### src/hvps_pkg.sv
// Shared constants and types of the high-voltage precharge sequencer.
`default_nettype none

package hvps_pkg;

	// Width of the delay countdown.
	localparam int unsigned DELAY_BITS = 16;
	// Width of each delay register and of the configuration data.
	localparam int unsigned CFG_DATA_W = 16;
	// Width of the configuration register index.
	localparam int unsigned CFG_INDEX_W = 3;
	// Width of the reported phase code.
	localparam int unsigned PHASE_W = 4;

	// Register indexes of the configuration port.
	localparam logic [CFG_INDEX_W-1:0] REG_GROUND    = 3'd0;
	localparam logic [CFG_INDEX_W-1:0] REG_CHARGE    = 3'd1;
	localparam logic [CFG_INDEX_W-1:0] REG_PRECHARGE = 3'd2;
	localparam logic [CFG_INDEX_W-1:0] REG_SETTLE    = 3'd3;
	localparam logic [CFG_INDEX_W-1:0] REG_RELEASE   = 3'd4;

	typedef logic [CFG_DATA_W-1:0] delay_t;

	// The five delay registers as the sequencing logic sees them.
	typedef struct packed {
		delay_t ground;
		delay_t charge;
		delay_t precharge;
		delay_t settle;
		delay_t release_d;
	} delays_t;

	// One result word.
	typedef struct packed {
		logic               ground_relay;
		logic               charge_relay;
		logic               bridge_relay;
		logic               contactor_relay;
		logic               fatal_fault;
		logic               sequence_done;
		logic [PHASE_W-1:0] phase;
	} result_t;

endpackage

`default_nettype wire

### src/hvps_core.sv
// Sequencer state and the next-state logic for one timer tick.
`default_nettype none

module hvps_core (
	input  wire logic             clk,
	input  wire logic             arst_n,
	input  wire logic             step,
	input  wire logic             loop_open,
	input  wire logic             comparator_high,
	input  wire hvps_pkg::delays_t delays,
	output hvps_pkg::result_t     result
);
	import hvps_pkg::*;

	typedef enum logic [PHASE_W-1:0] {
		P_IDLE      = 4'd0,
		P_GROUND    = 4'd1,
		P_CHARGE    = 4'd2,
		P_PRECHARGE = 4'd3,
		P_COMPARE   = 4'd4,
		P_SETTLE    = 4'd5,
		P_RELEASE   = 4'd6,
		P_DONE      = 4'd7,
		P_FATAL     = 4'd8
	} phase_t;

	typedef struct packed {
		logic ground;
		logic charge;
		logic precharge;
		logic contactor;
	} relays_t;

	typedef struct packed {
		phase_t                phase;
		logic [DELAY_BITS-1:0] count;
		relays_t               relays;
		logic                  past_comp;
		logic                  done;
		logic                  fatal;
	} state_t;

	state_t                cur_q;
	state_t                nxt;
	logic                  count_zero;
	logic [DELAY_BITS-1:0] count_dec;

	assign count_zero = (cur_q.count == '0);
	assign count_dec  = cur_q.count - DELAY_BITS'(1);

	always_comb begin
		nxt = cur_q;
		if (cur_q.fatal) begin
			nxt.relays = '0;
			nxt.phase  = P_FATAL;
		end else if (loop_open) begin
			// Loop open drops every relay; a high comparator after the check is fatal.
			nxt.relays = '0;
			if (comparator_high && cur_q.past_comp) begin
				nxt.fatal = 1'b1;
				nxt.phase = P_FATAL;
			end else begin
				nxt.phase     = P_IDLE;
				nxt.count     = '0;
				nxt.past_comp = 1'b0;
				nxt.done      = 1'b0;
			end
		end else begin
			unique case (cur_q.phase)
				P_GROUND: begin
					if (count_zero) begin
						nxt.relays.ground = 1'b1;
						nxt.phase         = P_CHARGE;
						nxt.count         = DELAY_BITS'(delays.charge);
					end else begin
						nxt.count = count_dec;
					end
				end
				P_CHARGE: begin
					if (count_zero) begin
						nxt.relays.charge = 1'b1;
						nxt.phase         = P_PRECHARGE;
						nxt.count         = DELAY_BITS'(delays.precharge);
					end else begin
						nxt.count = count_dec;
					end
				end
				P_PRECHARGE: begin
					if (count_zero) begin
						nxt.relays.precharge = 1'b1;
						nxt.phase            = P_COMPARE;
					end else begin
						nxt.count = count_dec;
					end
				end
				P_COMPARE: begin
					if (!comparator_high) begin
						nxt.past_comp = 1'b1;
						nxt.phase     = P_SETTLE;
						nxt.count     = DELAY_BITS'(delays.settle);
					end
				end
				P_SETTLE: begin
					if (count_zero) begin
						nxt.relays.contactor = 1'b1;
						nxt.phase            = P_RELEASE;
						nxt.count            = DELAY_BITS'(delays.release_d);
					end else begin
						nxt.count = count_dec;
					end
				end
				P_RELEASE: begin
					if (count_zero) begin
						nxt.relays.ground    = 1'b0;
						nxt.relays.precharge = 1'b0;
						nxt.done             = 1'b1;
						nxt.phase            = P_DONE;
					end else begin
						nxt.count = count_dec;
					end
				end
				P_DONE: begin
					nxt.phase = P_DONE;
				end
				default: begin
					// Idle, and any code without a meaning, starts the sequence unless it is already done.
					if (!cur_q.done) begin
						nxt.phase = P_GROUND;
						nxt.count = DELAY_BITS'(delays.ground);
					end else begin
						nxt.phase = P_DONE;
					end
				end
			endcase
		end
	end

	always_ff @(posedge clk or negedge arst_n) begin
		if (!arst_n) begin
			cur_q <= '{phase: P_IDLE, count: '0, relays: '0,
			           past_comp: 1'b0, done: 1'b0, fatal: 1'b0};
		end else if (step) begin
			cur_q <= nxt;
		end
	end

	assign result.ground_relay    = nxt.relays.ground;
	assign result.charge_relay    = nxt.relays.charge;
	assign result.bridge_relay    = nxt.relays.precharge;
	assign result.contactor_relay = nxt.relays.contactor;
	assign result.fatal_fault     = nxt.fatal;
	assign result.sequence_done   = nxt.done;
	assign result.phase           = PHASE_W'(nxt.phase);

endmodule

`default_nettype wire

### src/hv_precharge_sequencer.sv
// Top level of the high-voltage precharge relay sequencer.
`default_nettype none

// Channel   Signals                                  Direction  Word
// in        in_valid/in_ready, loop_open,            input      one timer tick
//           comparator_high
// out       out_valid/out_ready, relay drives,       output     state after the tick
//           fatal_fault, sequence_done, phase
// cfg       cfg_valid/cfg_ready, cfg_index, cfg_data input      one delay register
//
// One tick word is accepted every cycle while the downstream keeps up. A word is held
// in the input register and its result word is then presented from the result
// register. The sequencer state updates at the edge where the word leaves the input
// register. Reset clears the sequencer to idle with all relays open and loads the
// default delays. A stalled result register holds its word and the input register
// keeps accepting only while it has a free slot.

module hv_precharge_sequencer (
	input  wire logic                             clk,
	input  wire logic                             arst_n,
	input  wire logic                             in_valid,
	output      logic                             in_ready,
	input  wire logic                             loop_open,
	input  wire logic                             comparator_high,
	output      logic                             out_valid,
	input  wire logic                             out_ready,
	output      logic                             ground_relay,
	output      logic                             charge_relay,
	output      logic                             bridge_relay,
	output      logic                             contactor_relay,
	output      logic                             fatal_fault,
	output      logic                             sequence_done,
	output      logic [hvps_pkg::PHASE_W-1:0]     phase,
	input  wire logic                             cfg_valid,
	output      logic                             cfg_ready,
	input  wire logic [hvps_pkg::CFG_INDEX_W-1:0] cfg_index,
	input  wire logic [hvps_pkg::CFG_DATA_W-1:0]  cfg_data
);
	import hvps_pkg::*;

	// Default delays after reset.
	localparam delay_t RST_GROUND    = 16'd1;
	localparam delay_t RST_CHARGE    = 16'd1;
	localparam delay_t RST_PRECHARGE = 16'd5;
	localparam delay_t RST_SETTLE    = 16'd5;
	localparam delay_t RST_RELEASE   = 16'd5;

	delays_t delays_q;
	logic    valid_s1;
	logic    loop_open_s1;
	logic    comp_s1;
	logic    advance;
	result_t result;
	result_t out_q;
	logic    out_valid_q;

	// Configuration writes are always taken; unknown indexes fall through.
	assign cfg_ready = 1'b1;

	always_ff @(posedge clk or negedge arst_n) begin
		if (!arst_n) begin
			delays_q <= '{ground: RST_GROUND, charge: RST_CHARGE, precharge: RST_PRECHARGE,
			              settle: RST_SETTLE, release_d: RST_RELEASE};
		end else if (cfg_valid) begin
			unique case (cfg_index)
				REG_GROUND:    delays_q.ground    <= cfg_data;
				REG_CHARGE:    delays_q.charge    <= cfg_data;
				REG_PRECHARGE: delays_q.precharge <= cfg_data;
				REG_SETTLE:    delays_q.settle    <= cfg_data;
				REG_RELEASE:   delays_q.release_d <= cfg_data;
				default: begin
				end
			endcase
		end
	end

	// The tick in the input register is processed when the result register
	// is empty or is being emptied in this same cycle.
	assign advance  = valid_s1 && (!out_valid_q || out_ready);
	assign in_ready = !valid_s1 || advance;

	always_ff @(posedge clk or negedge arst_n) begin
		if (!arst_n) begin
			valid_s1 <= 1'b0;
		end else if (in_ready) begin
			valid_s1 <= in_valid;
		end
	end

	always_ff @(posedge clk) begin
		if (in_ready && in_valid) begin
			loop_open_s1 <= loop_open;
			comp_s1      <= comparator_high;
		end
	end

	hvps_core u_core (
		.clk             (clk),
		.arst_n          (arst_n),
		.step            (advance),
		.loop_open       (loop_open_s1),
		.comparator_high (comp_s1),
		.delays          (delays_q),
		.result          (result)
	);

	// Result register: filled by the tick being processed, emptied by out_ready.
	always_ff @(posedge clk or negedge arst_n) begin
		if (!arst_n) begin
			out_valid_q <= 1'b0;
		end else if (advance) begin
			out_valid_q <= 1'b1;
		end else if (out_ready) begin
			out_valid_q <= 1'b0;
		end
	end

	always_ff @(posedge clk) begin
		if (advance) begin
			out_q <= result;
		end
	end

	assign out_valid       = out_valid_q;
	assign ground_relay    = out_q.ground_relay;
	assign charge_relay    = out_q.charge_relay;
	assign bridge_relay    = out_q.bridge_relay;
	assign contactor_relay = out_q.contactor_relay;
	assign fatal_fault     = out_q.fatal_fault;
	assign sequence_done   = out_q.sequence_done;
	assign phase           = out_q.phase;

endmodule

`default_nettype wire

### config.mk
export PLATFORM = sky130hd
export DESIGN_NAME = hv_precharge_sequencer
export DESIGN_NICKNAME = d
export VERILOG_FILES = /design/src/hvps_pkg.sv /design/src/hvps_core.sv /design/src/hv_precharge_sequencer.sv
export SDC_FILE = /design/constraint.sdc
export NUM_CORES = 1
export LEC_CHECK = 0
export BUFFER_PORTS_ARGS = -buffer_cell sky130_fd_sc_hd__buf_2
export CELL_PAD_IN_SITES_DETAIL_PLACEMENT = 0
export CELL_PAD_IN_SITES_GLOBAL_PLACEMENT = 1
export CORE_MARGIN = 4
export CORE_UTILIZATION = 52
export CTS_CLUSTER_DIAMETER = 100
export DETAILED_ROUTE_END_ITERATION = 12
export PLACE_DENSITY_LB_ADDON = 0.08
export SLEW_MARGIN = 20
export SYNTH_ARGS = -nofsm -noshare
export SYNTH_HDL_FRONTEND = slang
export SYNTH_SLANG_ARGS = --single-unit
### constraint.sdc
create_clock -name clk -period 4.3 [get_ports clk]
set_input_delay 0.86 -clock clk [delete_from_list [all_inputs] [get_ports clk]]
set_output_delay 0.86 -clock clk [all_outputs]
set_load 0.01 [all_outputs]
==> results_dict.tcl, run 1 <==
set metrics [dict create \
    antenna_found_initial 0 \
    n_antenna_cell 0 \
    synthFlopType "dfrtp_1" \
    grt_pass1_vias 4714 \
    drt_iter0_markers 363 \
    fillers 953 \
    area_growth_pct 15.2 \
    ys_seq_area_share_pct 50.7 \
    die_y_um 116 \
    cts.sinks 121 \
    cp-startpoint "u_core.cur_q[7]" \
    wirelength_um 15000 \
    htreeDepth 4 \
    dieArea_mm2 0.0135 \
    drtAntennaViolNets 0 \
    yosys.area.top_type_share_pct 41.4 \
    synthArstFlopShare_pct 90.1 \
    finClkSkew_ns 0.0103 \
    slew_viol_final 0 \
    num_rows 39 \
    cts-root-buf "clkbuf_16" \
    routedWlPerCell_um 20.1 \
    hold_path.class "reg -> reg" \
    drc 0 \
    leakagePower_uw 0.00295 \
    crit_type "reg -> reg" \
    ctsHoldBuffers 0 \
    hold_slack_ns 0.483 \
    slew_headroom_pct 41.8 \
    reg2reg_slack_ns 1.56 \
    via_count 4487 \
    worstPathMaxFanout 16 \
    synth_area_leaders "dfrtp_1 (41%), mux2_2 (15%), edfxtp_1 (5.9%)" \
    grt_pass1_wl_um 25200 \
    dp.final_hpwl_um 9980 \
    max_freq_ghz 0.365 \
    cp-start-kind "flop" \
    power.density_mw_per_mm2 594 \
    track_usage_pct 24.8 \
    io_buffers 37 \
    finalCriticalPeriod_ns 2.74 \
    fin_crit_sh_pct 63.7 \
    netlist-cell-type-count 72 \
    status "finished clean" \
    ios 39 \
    syn_area_per_cell_um2 10.9 \
    postCtsResizedCells 0 \
    synth_common_cells "dfrtp_1 (101), mux2_2 (81), o21ai_0 (44)" \
    worst_ep_arrival_time_ns 3.03 \
    grt.overflow.total 0 \
    synth_top_cell_by_area "dfrtp_1" \
    yosys_warnings 0 \
    register_area_mm2 0.00310 \
    cts_tree "done" \
    synth-edff-count 12 \
    finalSetupViolCount 0 \
    synth_cells 560 \
    synth_nets 587 \
    finalSetupTns_ns 0 \
    synth.most_common_cell "dfrtp_1" \
    grt_max_degree 61 \
    r2r_start "u_core.cur_q[7]" \
    syn_area_mm2 0.00611 \
    gp_congestion 0.819 \
    coreArea_mm2 0.0115 \
    nets 617 \
    die_w_um 116 \
    rsz0062_at_grt "no" \
    r2r_cells 8 \
    max-cap-violations 0 \
    clk_latency_ns 0.42 \
    path_clk_slew_ns 0.05 \
    dr.pass1.iters 4 \
    r2r-end "u_core.cur_q[9]" \
    cts_buffers 17 \
    total_power_uw 4180 \
    cp.required_ns 4.59 \
    drive_gt1_share_pct 32.3 \
    post_cts_buffers 0 \
    clk_path_buf_depth 2 \
    multi_input_comb_area_mm2 0.00278 \
    hold_viol 0 \
    synth_seq_cells 121 \
    end_kind "flop" \
    crit_end "u_core.cur_q[9]" \
    start_util_pct 53.3 \
    avgViaCountPerCell 6.01 \
    ir_drop_uv 468 \
    worstMarginPinSlew_ns 0.870 \
]
stage by stage:
stage                     instances  util [%]  cell area (µm²)  worst slack, ns
after floorplan                 560         -             6110             1.70
after global placement          713      56.1             6440             1.42
final                           746      61.4             7040             1.56
after CTS                       745      61.3             7020             1.55
after detailed placement        713      56.1             6440             1.35
after global routing            746      61.4             7040             1.33
cell usage in the layout (no fill, tap or decap), types with 10 or more instances in the layout:
| cell | netlist | layout |
|---|---|---|
| nand2_1 | 32 | 32 |
| buf_2 | 5 | 36 |
| buf_4 | 1 | 15 |
| dfrtp_1 | 101 | 101 |
| a22oi_1 | 14 | 14 |
| mux2_2 | 81 | 81 |
| nor2_1 | 40 | 40 |
| a21oi_1 | 38 | 38 |
| inv_1 | 21 | 21 |
| edfxtp_1 | 12 | 12 |
| o221a_2 | 10 | 10 |
| clkbuf_16 | 0 | 18 |
| o21ai_0 | 44 | 44 |
layout make-up:
| class | instances | area share (%) |
|---|---|---|
| clock buffers | 25 | 7.06 |
| clock inverters | 7 | 1.30 |
| inverters | 22 | 1.17 |
| multi-input cells | 376 | 39.6 |
| flip-flops and latches | 121 | 44.0 |
| well taps | 143 | 2.54 |
| repair buffers | 52 | 4.32 |
state kept, by name, summed over array words and instances, names as in the netlist:
name,cells
bridge_relay,1
charge_relay,1
comp_s1,1
contactor_relay,1
delays_q,80
fatal_fault,1
ground_relay,1
loop_open_s1,1
out_valid,1
phase,4
sequence_done,1
u_core.cur_q,27
valid_s1,1
cells by family after synthesis:
logic type                 synth area share [%]
and+or+nand+nor                            10.2
buffers and inverters                      4.40
adders and majority gates                 0.205
AOI/OAI and AO/OA                          17.8
DFF                                        50.7
other                                    0.0614
xor gates and xnor gates                   1.58
muxes                                      15.1
worst max-delay path, cell delays in order, from the launching register on:
cell and delay, ns:
dfrtp_1 0.42, inv_1 0.10, ha_1 0.19, or3b_1 0.50, nor4_4 0.58, o21a_4 0.35, a21oi_2 0.10, a2111oi_4 0.26
o21ai_1 0.11
power by group:
group	internal, µW	switching (µW)
Sequential	1410	207
Combinational	503	656
Clock	915	494
Total	2830	1360
layer usage:
metal / up-vias / GRT usage (%) / wire length, µm
met2: 90 / 40.3 / 7290
met4: 0 / 8.20 / 167
met1: 2272 / 32.8 / 6760
met3: 14 / 6.17 / 796
met5: - / 0 / 0
li1: 2111 / - / -
worst min-delay path by stage:
stage / depth (start not counted) / startpoint / to / slack [ns]
3_3_place_gp: 1 / valid_s1 / out_valid / 0.47
6_report: 1 / valid_s1 / out_valid / 0.48
5_1_grt: 1 / delays_q[22] / delays_q[22] / 0.51
2_1_floorplan: 2 / u_core.cur_q[3] / u_core.cur_q[3] / 0.45
4_1_cts: 1 / valid_s1 / out_valid / 0.49
3_5_place_dp: 2 / u_core.cur_q[3] / u_core.cur_q[3] / 0.48
Power figures use the tool's default switching activity.
==> inputs of run 2 (changes only) <==
--- a/config.mk
+++ b/config.mk
@@ -9,7 +9,7 @@
 export CELL_PAD_IN_SITES_DETAIL_PLACEMENT = 0
 export CELL_PAD_IN_SITES_GLOBAL_PLACEMENT = 1
 export CORE_MARGIN = 4
-export CORE_UTILIZATION = 52
+export CORE_UTILIZATION = 44
 export CTS_CLUSTER_DIAMETER = 100
 export DETAILED_ROUTE_END_ITERATION = 12
 export PLACE_DENSITY_LB_ADDON = 0.08
==> constraint.sdc (replaced) <==
create_clock -name clk -period 2.4 [get_ports clk]
set_input_delay 0.48 -clock clk [delete_from_list [all_inputs] [get_ports clk]]
set_output_delay 0.48 -clock clk [all_outputs]
set_load 0.01 [all_outputs]
==> run 2 against run 1 <==
Combinational power up 120%; clock skew fell by 0.0033 ns; routed wire length grew 7.9%; maximum frequency is 20% higher; final cell count grew 11%; via count is 3.9% higher; sequential power rose by 76%; core utilization fell by 5.5 points; clock power is 79% higher; register-to-register slack got worse by 1.4 ns; global-route usage fell by 3.5 points; critical path depth grew 1.
==> results_dict.tcl, run 2 (synthesis results as in run 1) <==
set metrics [dict create \
    status "finished clean" \
    critical-path-top-delay-family "simple AND/OR/NAND/NOR gates" \
    cts_tree "done" \
    mostFrequentLayoutCells "dfrtp_1 (101), mux2_2 (80), buf_4 (62)" \
    drtAntennaViolNets 0 \
    routedWlPerCell_um 19.6 \
    fillers 1206 \
    mostFrequentLayoutCell "dfrtp_1" \
    finalSetupViolCount 0 \
    fin_crit_sh_pct 95.0 \
    crit_chain "inv_1 > ha_2 > or3b_4 > nor4_4 > buf_6 > nand3_2 > o21ai_2 > a311oi_2 > mux2_4" \
    grt_pass1_wl_um 26500 \
    power.density_mw_per_mm2 1060 \
    worst_ep_arrival_time_ns 2.58 \
    worstMarginPinSlew_ns 0.637 \
    dp.final_hpwl_um 11300 \
    crit_buf_inv 2 \
    cp-start-kind "flop" \
    cts_buffers 17 \
    hold_path.class "in -> async" \
    via_count 4663 \
    cp.required_ns 2.70 \
    ir_drop_uv 834 \
    critPathMaxStageDelay_ns 0.43 \
    wirelength_um 16200 \
    total_power_uw 7920 \
    grt_pass1_vias 4771 \
    worstPathMaxFanout 8 \
    grt_max_degree 41 \
    ctsHoldBuffers 0 \
    dr.pass1.iters 6 \
    leakagePower_uw 0.00321 \
    grt.overflow.total 0 \
    largest_register_ffs 80 \
    slew_headroom_pct 57.4 \
    post-route-cell-area_mm2 0.00749 \
    n_antenna_cell 0 \
    register_area_mm2 0.00310 \
    area_growth_pct 22.6 \
    dieArea_mm2 0.0158 \
    crit_type "reg -> reg" \
    cts.sinks 121 \
    cts-root-buf "clkbuf_16" \
    num_rows 42 \
    top_register "delays_q" \
    die_w_um 126 \
    slew_viol_final 0 \
    hold_viol 0 \
    clk_latency_ns 0.41 \
    finClkSkew_ns 0.00703 \
    placed_area_mm2 0.00684 \
    rsz0062_at_grt "no" \
    nets 665 \
    drive_gt1_share_pct 39.0 \
    multi_input_comb_area_mm2 0.00283 \
    cp_slowest_cell "or3b_4" \
    io_buffers 37 \
    die_y_um 126 \
    coreArea_mm2 0.0134 \
    start_util_pct 45.6 \
    max_freq_ghz 0.438 \
    path_clk_slew_ns 0.05 \
    finalCriticalPeriod_ns 2.28 \
    htreeDepth 4 \
    max-cap-violations 0 \
    end_kind "flop" \
    drc 0 \
    gp_congestion 0.905 \
    ios 39 \
    drt_iter0_markers 394 \
    track_usage_pct 21.4 \
    clk_path_buf_depth 2 \
    avgViaCountPerCell 5.64 \
    antenna_found_initial 0 \
]
==> run 2: per-stage QoR <==
| stage | instances | TNS [ns] | setup WS, ns | hold slack (ns) | utilization [%] |
|---|---|---|---|---|---|
| after floorplan | 560 | 0 | 0.0420 | 0.184 | - |
| after global placement | 792 | 0 | 0.00969 | 0.476 | 51.0 |
| after detailed placement | 792 | -0.204 | -0.0448 | 0.475 | 51.0 |
| after CTS | 824 | 0 | 0.0452 | 0.0313 | 55.4 |
| after global routing | 827 | 0 | 0.00235 | 0.0435 | 55.9 |
| final | 827 | 0 | 0.119 | 0.0279 | 55.9 |
==> run 2: path summary, 6_finish.rpt <==
path	start	endpoint	depth (start not counted)	slack, ns
min in group clk	comparator_high	comp_s1	1	0.24
max in group asynchronous	arst_n	delays_q[16]	2	1.67
min	arst_n	u_core.cur_q[5]	1	0.03
min reg2reg	valid_s1	out_valid	1	0.49
max	u_core.cur_q[8]	u_core.cur_q[24]	9	0.12
max reg2reg	u_core.cur_q[8]	u_core.cur_q[24]	9	0.12
==> run 2: timing repair <==
| action | in CTS | in global routing |
|---|---|---|
| setup buffers | 0 | 4 |
| gates resized for setup | 3 | 10 |
| endpoints found under the setup margin | 8 | 15 |
| pin swaps | 1 | 3 |
==> run 2: worst reg2reg max path: cells and delay by family, from the launching register on <==
kind / cells / cell delay [ns]
buf+inv: 2 / 0.25
simple gates: 3 / 0.86
compound gates: 2 / 0.19
mux: 1 / 0.28
flops: 1 / 0.40
fa+ha+maj: 1 / 0.19
==> run 2: cell type report <==
cell class                 count  area share, %
clock buffer                  24           6.58
clock inverter                 8           1.22
tap                          176           2.94
timing repair buffer         100           9.04
sequential                   121           41.4
inverter                      22           1.10
multi-input combinational    376           37.7
==> run 2: power by group <==
group          leakage (µW)  switching (µW)  total (µW)  internal (µW)
Combinational       0.00147            1360        2570           1210
Clock              0.000293             883        2520           1640
Sequential          0.00145             314        2840           2520
==> run 2: routing by layer <==
metal	up-vias	GRT usage [%]	share of wire [%]
met1	2338	29.3	46
met3	15	6.10	4.3
met2	101	32.7	47
met5	-	0	0
met4	0	7.44	1.8
li1	2209	-	-
